--- config.mk ---
export PLATFORM = sky130hd
export DESIGN_NAME = int_to_radix_text_unit
export DESIGN_NICKNAME = d
export VERILOG_FILES = /design/src/hw/rtl/irt_pkg.sv /design/src/hw/rtl/irt_ram.sv /design/src/hw/rtl/irt_divider.sv /design/src/hw/rtl/int_to_radix_text_unit.sv
export SDC_FILE = /design/constraint.sdc
export NUM_CORES = 1
export LEC_CHECK = 0
export ABC_AREA = 1
export BUFFER_PORTS_ARGS = -buffer_cell sky130_fd_sc_hd__buf_2
export CORE_ASPECT_RATIO = 1.5
export CORE_MARGIN = 1.5
export CORE_UTILIZATION = 42
export DETAILED_ROUTE_END_ITERATION = 8
export GPL_ROUTABILITY_DRIVEN = 0
export GPL_TIMING_DRIVEN = 0
export PLACE_DENSITY_LB_ADDON = 0.08
export RECOVER_POWER = 50
export SYNTH_ARGS = -nofsm -noshare
export SYNTH_HDL_FRONTEND = slang
export SYNTH_HIERARCHICAL = 1
export SYNTH_SLANG_ARGS = --single-unit
--- constraint.sdc ---
create_clock -name clk_i -period 11.1 [get_ports clk_i]
set_input_delay 1.665 -clock clk_i [delete_from_list [all_inputs] [get_ports clk_i]]
set_output_delay 1.665 -clock clk_i [all_outputs]
set_load 0.05 [all_outputs]
--- src/hw/rtl/irt_pkg.sv ---
package irt_pkg;

  // width of the integer taken on the input stream
  localparam int unsigned VALUE_BITS = 32;

  // input tdata is the value filled up to whole bytes
  localparam int unsigned IN_TDATA_W = ((VALUE_BITS + 7) / 8) * 8;

  // character store: one entry per digit plus the sign
  localparam int unsigned STORE_DEPTH = VALUE_BITS + 1;
  localparam int unsigned ADDR_W      = $clog2(STORE_DEPTH);
  localparam int unsigned CNT_W       = $clog2(STORE_DEPTH + 1);

  // radix register
  localparam int unsigned RADIX_W = 6;
  localparam logic [RADIX_W-1:0] RADIX_MIN   = RADIX_W'(2);
  localparam logic [RADIX_W-1:0] RADIX_MAX   = RADIX_W'(36);
  localparam logic [RADIX_W-1:0] RADIX_RESET = RADIX_W'(10);

  // divider: quotient bits resolved per cycle and the number of iterations per digit
  localparam int unsigned DIV_STEP     = 8;
  localparam int unsigned DIV_CYCLES   = (VALUE_BITS + DIV_STEP - 1) / DIV_STEP;
  localparam int unsigned DIV_PAD_BITS = DIV_CYCLES * DIV_STEP;
  localparam int unsigned DIV_CNT_W    = $clog2(DIV_CYCLES + 1);

  // ascii codes
  localparam logic [7:0] CHAR_ZERO  = 8'h30;
  localparam logic [7:0] CHAR_A     = 8'h41;
  localparam logic [7:0] CHAR_MINUS = 8'h2D;
  localparam logic [RADIX_W-1:0] DIGIT_TEN = RADIX_W'(10);

  // digit value to its ascii character
  function automatic logic [7:0] digit_char(input logic [RADIX_W-1:0] d);
    logic [7:0] c;
    if (d < DIGIT_TEN) begin
      c = CHAR_ZERO + 8'(d);
    end else begin
      c = CHAR_A + 8'(d - DIGIT_TEN);
    end
    return c;
  endfunction

endpackage

--- src/hw/rtl/irt_ram.sv ---
module irt_ram #(
  parameter int unsigned WIDTH = 8,
  parameter int unsigned DEPTH = 33
) (
  input  logic                     clk_i,
  input  logic                     we_i,
  input  logic [$clog2(DEPTH)-1:0] waddr_i,
  input  logic [WIDTH-1:0]         wdata_i,
  input  logic                     re_i,
  input  logic [$clog2(DEPTH)-1:0] raddr_i,
  output logic [WIDTH-1:0]         rdata_o
);

  logic [WIDTH-1:0] mem_q [DEPTH];
  logic [WIDTH-1:0] rdata_q;

  // one write port, one registered read port
  always_ff @(posedge clk_i) begin
    if (we_i) begin
      mem_q[waddr_i] <= wdata_i;
    end
    if (re_i) begin
      rdata_q <= mem_q[raddr_i];
    end
  end

  assign rdata_o = rdata_q;

endmodule

--- src/hw/rtl/irt_divider.sv ---
module irt_divider (
  input  logic                                 clk_i,
  input  logic                                 rst_ni,
  input  logic                                 start_i,
  input  logic [irt_pkg::VALUE_BITS-1:0]       dividend_i,
  input  logic [irt_pkg::RADIX_W-1:0]          radix_i,
  output logic                                 done_o,
  output logic [irt_pkg::VALUE_BITS-1:0]       quotient_o,
  output logic [irt_pkg::RADIX_W-1:0]          remainder_o
);

  logic                                 busy_q;
  logic                                 done_q;
  logic [irt_pkg::DIV_CNT_W-1:0]        cnt_q;
  logic [irt_pkg::DIV_PAD_BITS-1:0]     quo_q, quo_d;
  logic [irt_pkg::RADIX_W-1:0]          rem_q, rem_d;

  // restoring division, DIV_STEP quotient bits per cycle on a narrow remainder
  always_comb begin
    logic [irt_pkg::RADIX_W:0]        r;
    logic [irt_pkg::DIV_PAD_BITS-1:0] q;
    r = {1'b0, rem_q};
    q = quo_q;
    for (int i = 0; i < int'(irt_pkg::DIV_STEP); i++) begin
      r = {r[irt_pkg::RADIX_W-1:0], q[irt_pkg::DIV_PAD_BITS-1]};
      q = {q[irt_pkg::DIV_PAD_BITS-2:0], 1'b0};
      if (r >= {1'b0, radix_i}) begin
        r    = r - {1'b0, radix_i};
        q[0] = 1'b1;
      end
    end
    rem_d = r[irt_pkg::RADIX_W-1:0];
    quo_d = q;
  end

  // iteration control
  always_ff @(posedge clk_i or negedge rst_ni) begin
    if (!rst_ni) begin
      busy_q <= 1'b0;
      done_q <= 1'b0;
      cnt_q  <= '0;
      quo_q  <= '0;
      rem_q  <= '0;
    end else if (start_i) begin
      busy_q <= 1'b1;
      done_q <= 1'b0;
      cnt_q  <= irt_pkg::DIV_CNT_W'(irt_pkg::DIV_CYCLES);
      quo_q  <= irt_pkg::DIV_PAD_BITS'(dividend_i);
      rem_q  <= '0;
    end else if (busy_q) begin
      quo_q <= quo_d;
      rem_q <= rem_d;
      cnt_q <= cnt_q - irt_pkg::DIV_CNT_W'(1);
      if (cnt_q == irt_pkg::DIV_CNT_W'(1)) begin
        busy_q <= 1'b0;
        done_q <= 1'b1;
      end
    end else begin
      done_q <= 1'b0;
    end
  end

  assign done_o      = done_q;
  assign quotient_o  = quo_q[irt_pkg::VALUE_BITS-1:0];
  assign remainder_o = rem_q;

endmodule

--- src/hw/rtl/int_to_radix_text_unit.sv ---
// Converts one signed 32-bit integer per input transaction into its ASCII text
// in the base held in the radix register (2 to 36, reset 10), most significant
// character first, with a leading '-' for negative values and tlast on the
// final character. Digits come from a shared iterative divider that resolves
// 8 quotient bits per cycle; the characters go into a small store and are then
// read back one per cycle while the output is not stalled. The input is not
// ready until the last character has been loaded into the output register.
// Radix writes outside 2 to 36 are ignored.
module int_to_radix_text_unit (
  input  logic                                clk_i,
  input  logic                                rst_ni,
  // config write: radix
  input  logic                                cfg_valid_i,
  output logic                                cfg_ready_o,
  input  logic [irt_pkg::RADIX_W-1:0]         cfg_data_i,
  // input stream
  input  logic                                s_axis_tvalid,
  output logic                                s_axis_tready,
  input  logic [irt_pkg::IN_TDATA_W-1:0]      s_axis_tdata,  // [31:0] value
  // output stream
  output logic                                m_axis_tvalid,
  input  logic                                m_axis_tready,
  output logic [7:0]                          m_axis_tdata,  // [7:0] char_out
  output logic                                m_axis_tlast
);

  typedef enum logic [2:0] {
    StIdle,
    StDivide,
    StSign,
    StEmitStart,
    StEmit
  } state_e;

  state_e                             state_q;
  logic [irt_pkg::RADIX_W-1:0]        radix_q;
  logic                               neg_q;
  logic [irt_pkg::CNT_W-1:0]          count_q;
  logic [irt_pkg::CNT_W-1:0]          count_m1;
  logic [irt_pkg::ADDR_W-1:0]         idx_q;
  logic                               out_valid_q;
  logic [7:0]                         out_data_q;
  logic                               out_last_q;

  logic                               in_fire;
  logic                               out_free;
  logic                               emit;
  logic [irt_pkg::VALUE_BITS-1:0]     in_value;
  logic                               in_neg;
  logic [irt_pkg::VALUE_BITS-1:0]     in_mag;

  logic                               div_start;
  logic [irt_pkg::VALUE_BITS-1:0]     div_dividend;
  logic                               div_done;
  logic [irt_pkg::VALUE_BITS-1:0]     div_quotient;
  logic [irt_pkg::RADIX_W-1:0]        div_remainder;
  logic                               quo_zero;

  logic                               ram_we;
  logic [irt_pkg::ADDR_W-1:0]         ram_waddr;
  logic [7:0]                         ram_wdata;
  logic                               ram_re;
  logic [irt_pkg::ADDR_W-1:0]         ram_raddr;
  logic [7:0]                         ram_rdata;

  // handshakes
  assign cfg_ready_o   = 1'b1;
  assign s_axis_tready = (state_q == StIdle);
  assign in_fire       = s_axis_tvalid && s_axis_tready;
  assign out_free      = !out_valid_q || m_axis_tready;
  assign emit          = (state_q == StEmit) && out_free;

  // magnitude of the incoming value, the most negative value wraps to itself
  assign in_value = s_axis_tdata[irt_pkg::VALUE_BITS-1:0];
  assign in_neg   = in_value[irt_pkg::VALUE_BITS-1];
  assign in_mag   = in_neg ? (~in_value + irt_pkg::VALUE_BITS'(1)) : in_value;

  // divider feed: first digit from the input, then from the last quotient
  assign quo_zero     = (div_quotient == '0);
  assign div_start    = in_fire || ((state_q == StDivide) && div_done && !quo_zero);
  assign div_dividend = (state_q == StIdle) ? in_mag : div_quotient;

  irt_divider u_divider (
    .clk_i       (clk_i),
    .rst_ni      (rst_ni),
    .start_i     (div_start),
    .dividend_i  (div_dividend),
    .radix_i     (radix_q),
    .done_o      (div_done),
    .quotient_o  (div_quotient),
    .remainder_o (div_remainder)
  );

  // character store access
  assign count_m1  = count_q - irt_pkg::CNT_W'(1);
  assign ram_we    = ((state_q == StDivide) && div_done) || (state_q == StSign);
  assign ram_waddr = count_q[irt_pkg::ADDR_W-1:0];
  assign ram_wdata = (state_q == StSign) ? irt_pkg::CHAR_MINUS
                                         : irt_pkg::digit_char(div_remainder);
  assign ram_re    = (state_q == StEmitStart)
                  || ((state_q == StEmit) && out_free && (idx_q != '0));
  assign ram_raddr = (state_q == StEmitStart) ? count_m1[irt_pkg::ADDR_W-1:0]
                                              : idx_q - irt_pkg::ADDR_W'(1);

  irt_ram #(
    .WIDTH (8),
    .DEPTH (irt_pkg::STORE_DEPTH)
  ) u_store (
    .clk_i   (clk_i),
    .we_i    (ram_we),
    .waddr_i (ram_waddr),
    .wdata_i (ram_wdata),
    .re_i    (ram_re),
    .raddr_i (ram_raddr),
    .rdata_o (ram_rdata)
  );

  // sequencer, radix register and output register
  always_ff @(posedge clk_i or negedge rst_ni) begin
    if (!rst_ni) begin
      state_q     <= StIdle;
      radix_q     <= irt_pkg::RADIX_RESET;
      neg_q       <= 1'b0;
      count_q     <= '0;
      idx_q       <= '0;
      out_valid_q <= 1'b0;
      out_data_q  <= '0;
      out_last_q  <= 1'b0;
    end else begin
      if (cfg_valid_i && cfg_ready_o
          && (cfg_data_i >= irt_pkg::RADIX_MIN) && (cfg_data_i <= irt_pkg::RADIX_MAX)) begin
        radix_q <= cfg_data_i;
      end

      // output valid: set on a new character, cleared once taken
      if (emit) begin
        out_valid_q <= 1'b1;
      end else if (m_axis_tready) begin
        out_valid_q <= 1'b0;
      end

      case (state_q)
        StIdle: begin
          if (in_fire) begin
            neg_q   <= in_neg;
            count_q <= '0;
            state_q <= StDivide;
          end
        end
        StDivide: begin
          if (div_done) begin
            count_q <= count_q + irt_pkg::CNT_W'(1);
            if (quo_zero) begin
              state_q <= neg_q ? StSign : StEmitStart;
            end
          end
        end
        StSign: begin
          count_q <= count_q + irt_pkg::CNT_W'(1);
          state_q <= StEmitStart;
        end
        StEmitStart: begin
          idx_q   <= count_m1[irt_pkg::ADDR_W-1:0];
          state_q <= StEmit;
        end
        StEmit: begin
          if (out_free) begin
            out_data_q  <= ram_rdata;
            out_last_q  <= (idx_q == '0);
            if (idx_q == '0) begin
              state_q <= StIdle;
            end else begin
              idx_q <= idx_q - irt_pkg::ADDR_W'(1);
            end
          end
        end
        default: begin
          state_q <= StIdle;
        end
      endcase
    end
  end

  assign m_axis_tvalid = out_valid_q;
  assign m_axis_tdata  = out_data_q;
  assign m_axis_tlast  = out_last_q;

endmodule

==> impl_results.md <==
- FMAX: 88.2 MHz
- GRT Resource Usage Total: 0.257
- Final hold violations: 0
- Maximum buffer depth of the clock tree: 3
- Synthesized Nets: 2230
- Setup WS post-layout: -0.234 ns
- Dominant synthesized flop cell: edfxtp_1
- Antenna viol nets, final: 0
- Critical Path Sink: u_divider/remainder_o[5]$_DFFE_PN0P_
- EDFF count, synth: 272
- Drt total wl: 59800 um
- Cell Count, Final, Fillers Out: 2937
- Reg2reg path depth: 84
- Crit share post-route: 1.02
- Root Buffer Master: clkbuf_16
- Grt total ovfl: 0
- Final Setup Violations: 7
- Cell count after placement: 2763
- # clock sinks: 347
- Critical R2R Launch: radix_q[1]$_DFFE_PN1P_
- CTS H-tree lvls: 2
- CP max FO: 8
- Sequential element share of the synthesized area: 0.525
- DRC: 0
- Post-synth cell types: 57
- Crit path required time: 11.51 ns
- Hold crit path type: reg -> reg
- Vias after detailed routing: about 16000
- CTS tree: done
- DR pass1 iterations: 6
- Tmin final: 11.33 ns
- CP max-delay cell: dfstp_4
- Worst path max stage delay: about 0.64 ns
- Share of cells above drive strength 1: 0.197
- Mapped Cells: 2120
- Cts hold-fix bufs: 0
- Result of the run: complete, but fails checks
- Starting density of the core: 0.427
- #FFs+latches synth: 347
- Asr flop ratio synth: 0.216
- Critical path capture point type: flip-flop
- Crit path from: radix_q[1]$_DFFE_PN1P_
- Mean Syn Cell Area: 9.02 sq um
- R2r setup slk: -0.23 ns
- Initial antenna violation count: 1
- Vias in the first global route: approximately 16000
- Synthesis-to-finish area growth: 20.2%
- Hold WS: 0.475 ns
- Largest net degree at the start of global routing: a little over 40
- Max_cap viols: 4
- Drt wl/cell: 20.3 um
- Initial DRC Count: 924
- First-pass GRT wire length: around 90000 um
- Most frequent CP cell: nand2_2
- Setup crit start kind: flip-flop
- Slew margin rel.: -0.706
- Post-Syn Area: approximately 19000 sq um
- Port bufs: 52
- CTS Buf Count: 36
- RSZ-0062 raised after global routing: yes
- Core box area: 44800 sq um
- Worst clock skew: 0.0372 ns
- Clk_lat worst skew: 0.55 ns
- Critical path arrival: 11.74 ns
- Antenna fix cells: 0
- Row count: 95
- Width of the die: around 180 um
- Detail Placement HPWL: 43000 um
- Layout Nets: 2438
- Max-slew violations: 129
- Reg clk slew, reported paths: ~0.06 ns
- Ys Warns: 6
- Crit Path Class: reg -> reg
- Die Y: 264 um
- DIE AREA: 46800 sq um
- Violated checks: capacitance limit, slew limit, setup timing
- IO Pins: 55
- Drt via density: 5.33
- Reg2reg end: u_divider/remainder_o[5]$_DFFE_PN0P_
- Slew @ Worst Pin: 2.54 ns
## state kept, by name, summed over array words and instances, names as in the netlist, 3 cells and up
register               count
u_store/rdata_o            8
count_q                    6
radix_q                    6
u_divider/remainder_o      6
idx_q                      6
u_divider/cnt_q            3
state_q                    3
u_divider/quotient_o      32
m_axis_tdata               8
u_store/mem_q            264
## timing repair
item	in CTS	in global routing
gates resized for setup	72	95
endpoints found under the setup margin	8	7
gates cloned	1	0
buffers inserted	75	33
pin swaps	47	72
## cells in the final DEF (no fill, tap or decap), types with 7 or more instances in the layout
| master | count |
|---|---|
| a21oi_1 | 17 |
| a21oi_2 | 8 |
| a21oi_4 | 10 |
| buf_2 | 55 |
| buf_4 | 107 |
| buf_6 | 31 |
| clkbuf_1 | 57 |
| clkbuf_16 | 38 |
| clkinvlp_4 | 8 |
| dfrtp_1 | 71 |
| edfxtp_1 | 272 |
| fa_1 | 7 |
| ha_1 | 34 |
| ha_4 | 23 |
| inv_1 | 141 |
| inv_2 | 30 |
| mux2_2 | 7 |
| nand2_1 | 633 |
| nand2_2 | 46 |
| nand2_4 | 11 |
| nand3_1 | 301 |
| nand3_2 | 17 |
| nand3_4 | 9 |
| nand4_1 | 21 |
| nor2_1 | 124 |
| nor2_2 | 9 |
| nor2_4 | 8 |
| o211ai_1 | 18 |
| o21ai_0 | 73 |
| o21ai_4 | 7 |
| o221ai_1 | 9 |
| xnor2_1 | 19 |
| xor2_1 | 41 |
## worst min path at each step
| stage | cells past startpoint | slack [ns] | startpoint | end |
|---|---|---|---|---|
| 6_report | 1 | 0.47 | u_store/rdata_o[2]$_DFFE_PP_ | m_axis_tdata[2]$_DFFE_PN0P_ |
| 5_1_grt | 1 | 0.49 | u_store/rdata_o[2]$_DFFE_PP_ | m_axis_tdata[2]$_DFFE_PN0P_ |
| 3_3_place_gp | 1 | 0.45 | u_store/rdata_o[2]$_DFFE_PP_ | m_axis_tdata[2]$_DFFE_PN0P_ |
| 3_5_place_dp | 1 | 0.46 | u_store/rdata_o[0]$_DFFE_PP_ | m_axis_tdata[0]$_DFFE_PN0P_ |
| 2_1_floorplan | 1 | 0.43 | u_store/rdata_o[2]$_DFFE_PP_ | m_axis_tdata[2]$_DFFE_PN0P_ |
| 4_1_cts | 1 | 0.49 | u_store/rdata_o[2]$_DFFE_PP_ | m_axis_tdata[2]$_DFFE_PN0P_ |
## cells in the mapped netlist (3+ instances only)
| cell | instances | area share |
|---|---|---|
| nand2_1 | 677 | 0.13 |
| nand3_1 | 314 | 0.082 |
| edfxtp_1 | 272 | 0.43 |
| inv_1 | 166 | 0.033 |
| nor2_1 | 130 | 0.026 |
| o21ai_0 | 80 | 0.021 |
| dfrtp_1 | 73 | 0.096 |
| ha_1 | 59 | 0.039 |
| xor2_1 | 41 | 0.019 |
| a21oi_1 | 34 | 0.0089 |
| clkbuf_1 | 29 | 0.0057 |
| buf_6 | 25 | 0.015 |
| nand4_1 | 21 | 0.0069 |
| xnor2_1 | 19 | 0.0087 |
| o211ai_1 | 17 | 0.0067 |
| buf_2 | 16 | 0.0042 |
| inv_2 | 10 | 0.0020 |
| o221ai_1 | 9 | 0.0041 |
| fa_1 | 8 | 0.0084 |
| nand2_4 | 8 | 0.0047 |
| nor2_2 | 8 | 0.0026 |
| mux2_2 | 7 | 0.0041 |
| nand3_2 | 7 | 0.0037 |
| nor3_1 | 7 | 0.0018 |
| a31oi_1 | 6 | 0.0020 |
| nand3_4 | 6 | 0.0055 |
| nand3b_1 | 6 | 0.0024 |
| o22ai_1 | 6 | 0.0020 |
| buf_4 | 5 | 0.0020 |
| nand2_2 | 5 | 0.0016 |
| o21a_1 | 5 | 0.0020 |
| a22oi_1 | 3 | 0.0012 |
| buf_1 | 3 | 0.00059 |
| nor2_4 | 3 | 0.0018 |
| o21ai_1 | 3 | 0.00079 |
| o21bai_1 | 3 | 0.0012 |
| o31ai_1 | 3 | 0.0012 |
## metrics by stage
step | worst slack (ns) | util | area, sq um | TNS (ns)
global placement | -2.09 | 0.452 | 20300 | -14.73
detailed placement | -2.28 | 0.456 | 20400 | -16.26
CTS | 0.00406 | 0.502 | 22500 | 0
floorplan | 0.0129 | - | 19300 | 0
global route | -0.803 | 0.513 | 23000 | -5.47
finish | -0.234 | 0.513 | 23000 | -1.54
## worst max-delay path, delay by kind of cell (launching register included)
kind / cells / cell delay (ns)
adder cells (fa/ha/maj): 8 / 2.08
buffers and inverters: 16 / 1.51
flip-flops: 1 / 0.64
AO/OA/AOI/OAI: 22 / 3.55
AND/OR/NAND/NOR: 38 / 3.39
## logic make-up (layout without fill, tap and decap cells)
logic type	count (synthesis)	after routing	synth area share
muxes	10	10	0.00576
adders and majority gates	67	67	0.0470
other	1	1	0.000196
and+or+nand+nor	1201	1201	0.275
buffers and inverters	255	490	0.0625
DFF	347	347	0.525
xor gates and xnor gates	60	60	0.0275
AOI/OAI and AO/OA	179	179	0.0561
## metal layers
| layer | track usage | up-vias | wire length (um) |
|---|---|---|---|
| li1 | - | 7591 | - |
| met1 | 0.268 | 7506 | 21400 |
| met2 | 0.481 | 389 | 32000 |
| met3 | 0.0248 | 164 | 1960 |
| met4 | 0.169 | 0 | 4320 |
| met5 | 0 | - | 0 |
## cell type report
type                       count  area [sq um]
clock inverter                21           208
timing repair buffer         170          1140
multi-input combinational   1518          8670
sequential                   347         10100
inverter                     176           679
tap                          582           728
buffer                        79           522
fill                        4154         21800
clock buffer                  44           973
Power is not shown: default switching activity piles up to over one toggle a cycle in this logic, so the estimate is an artifact.
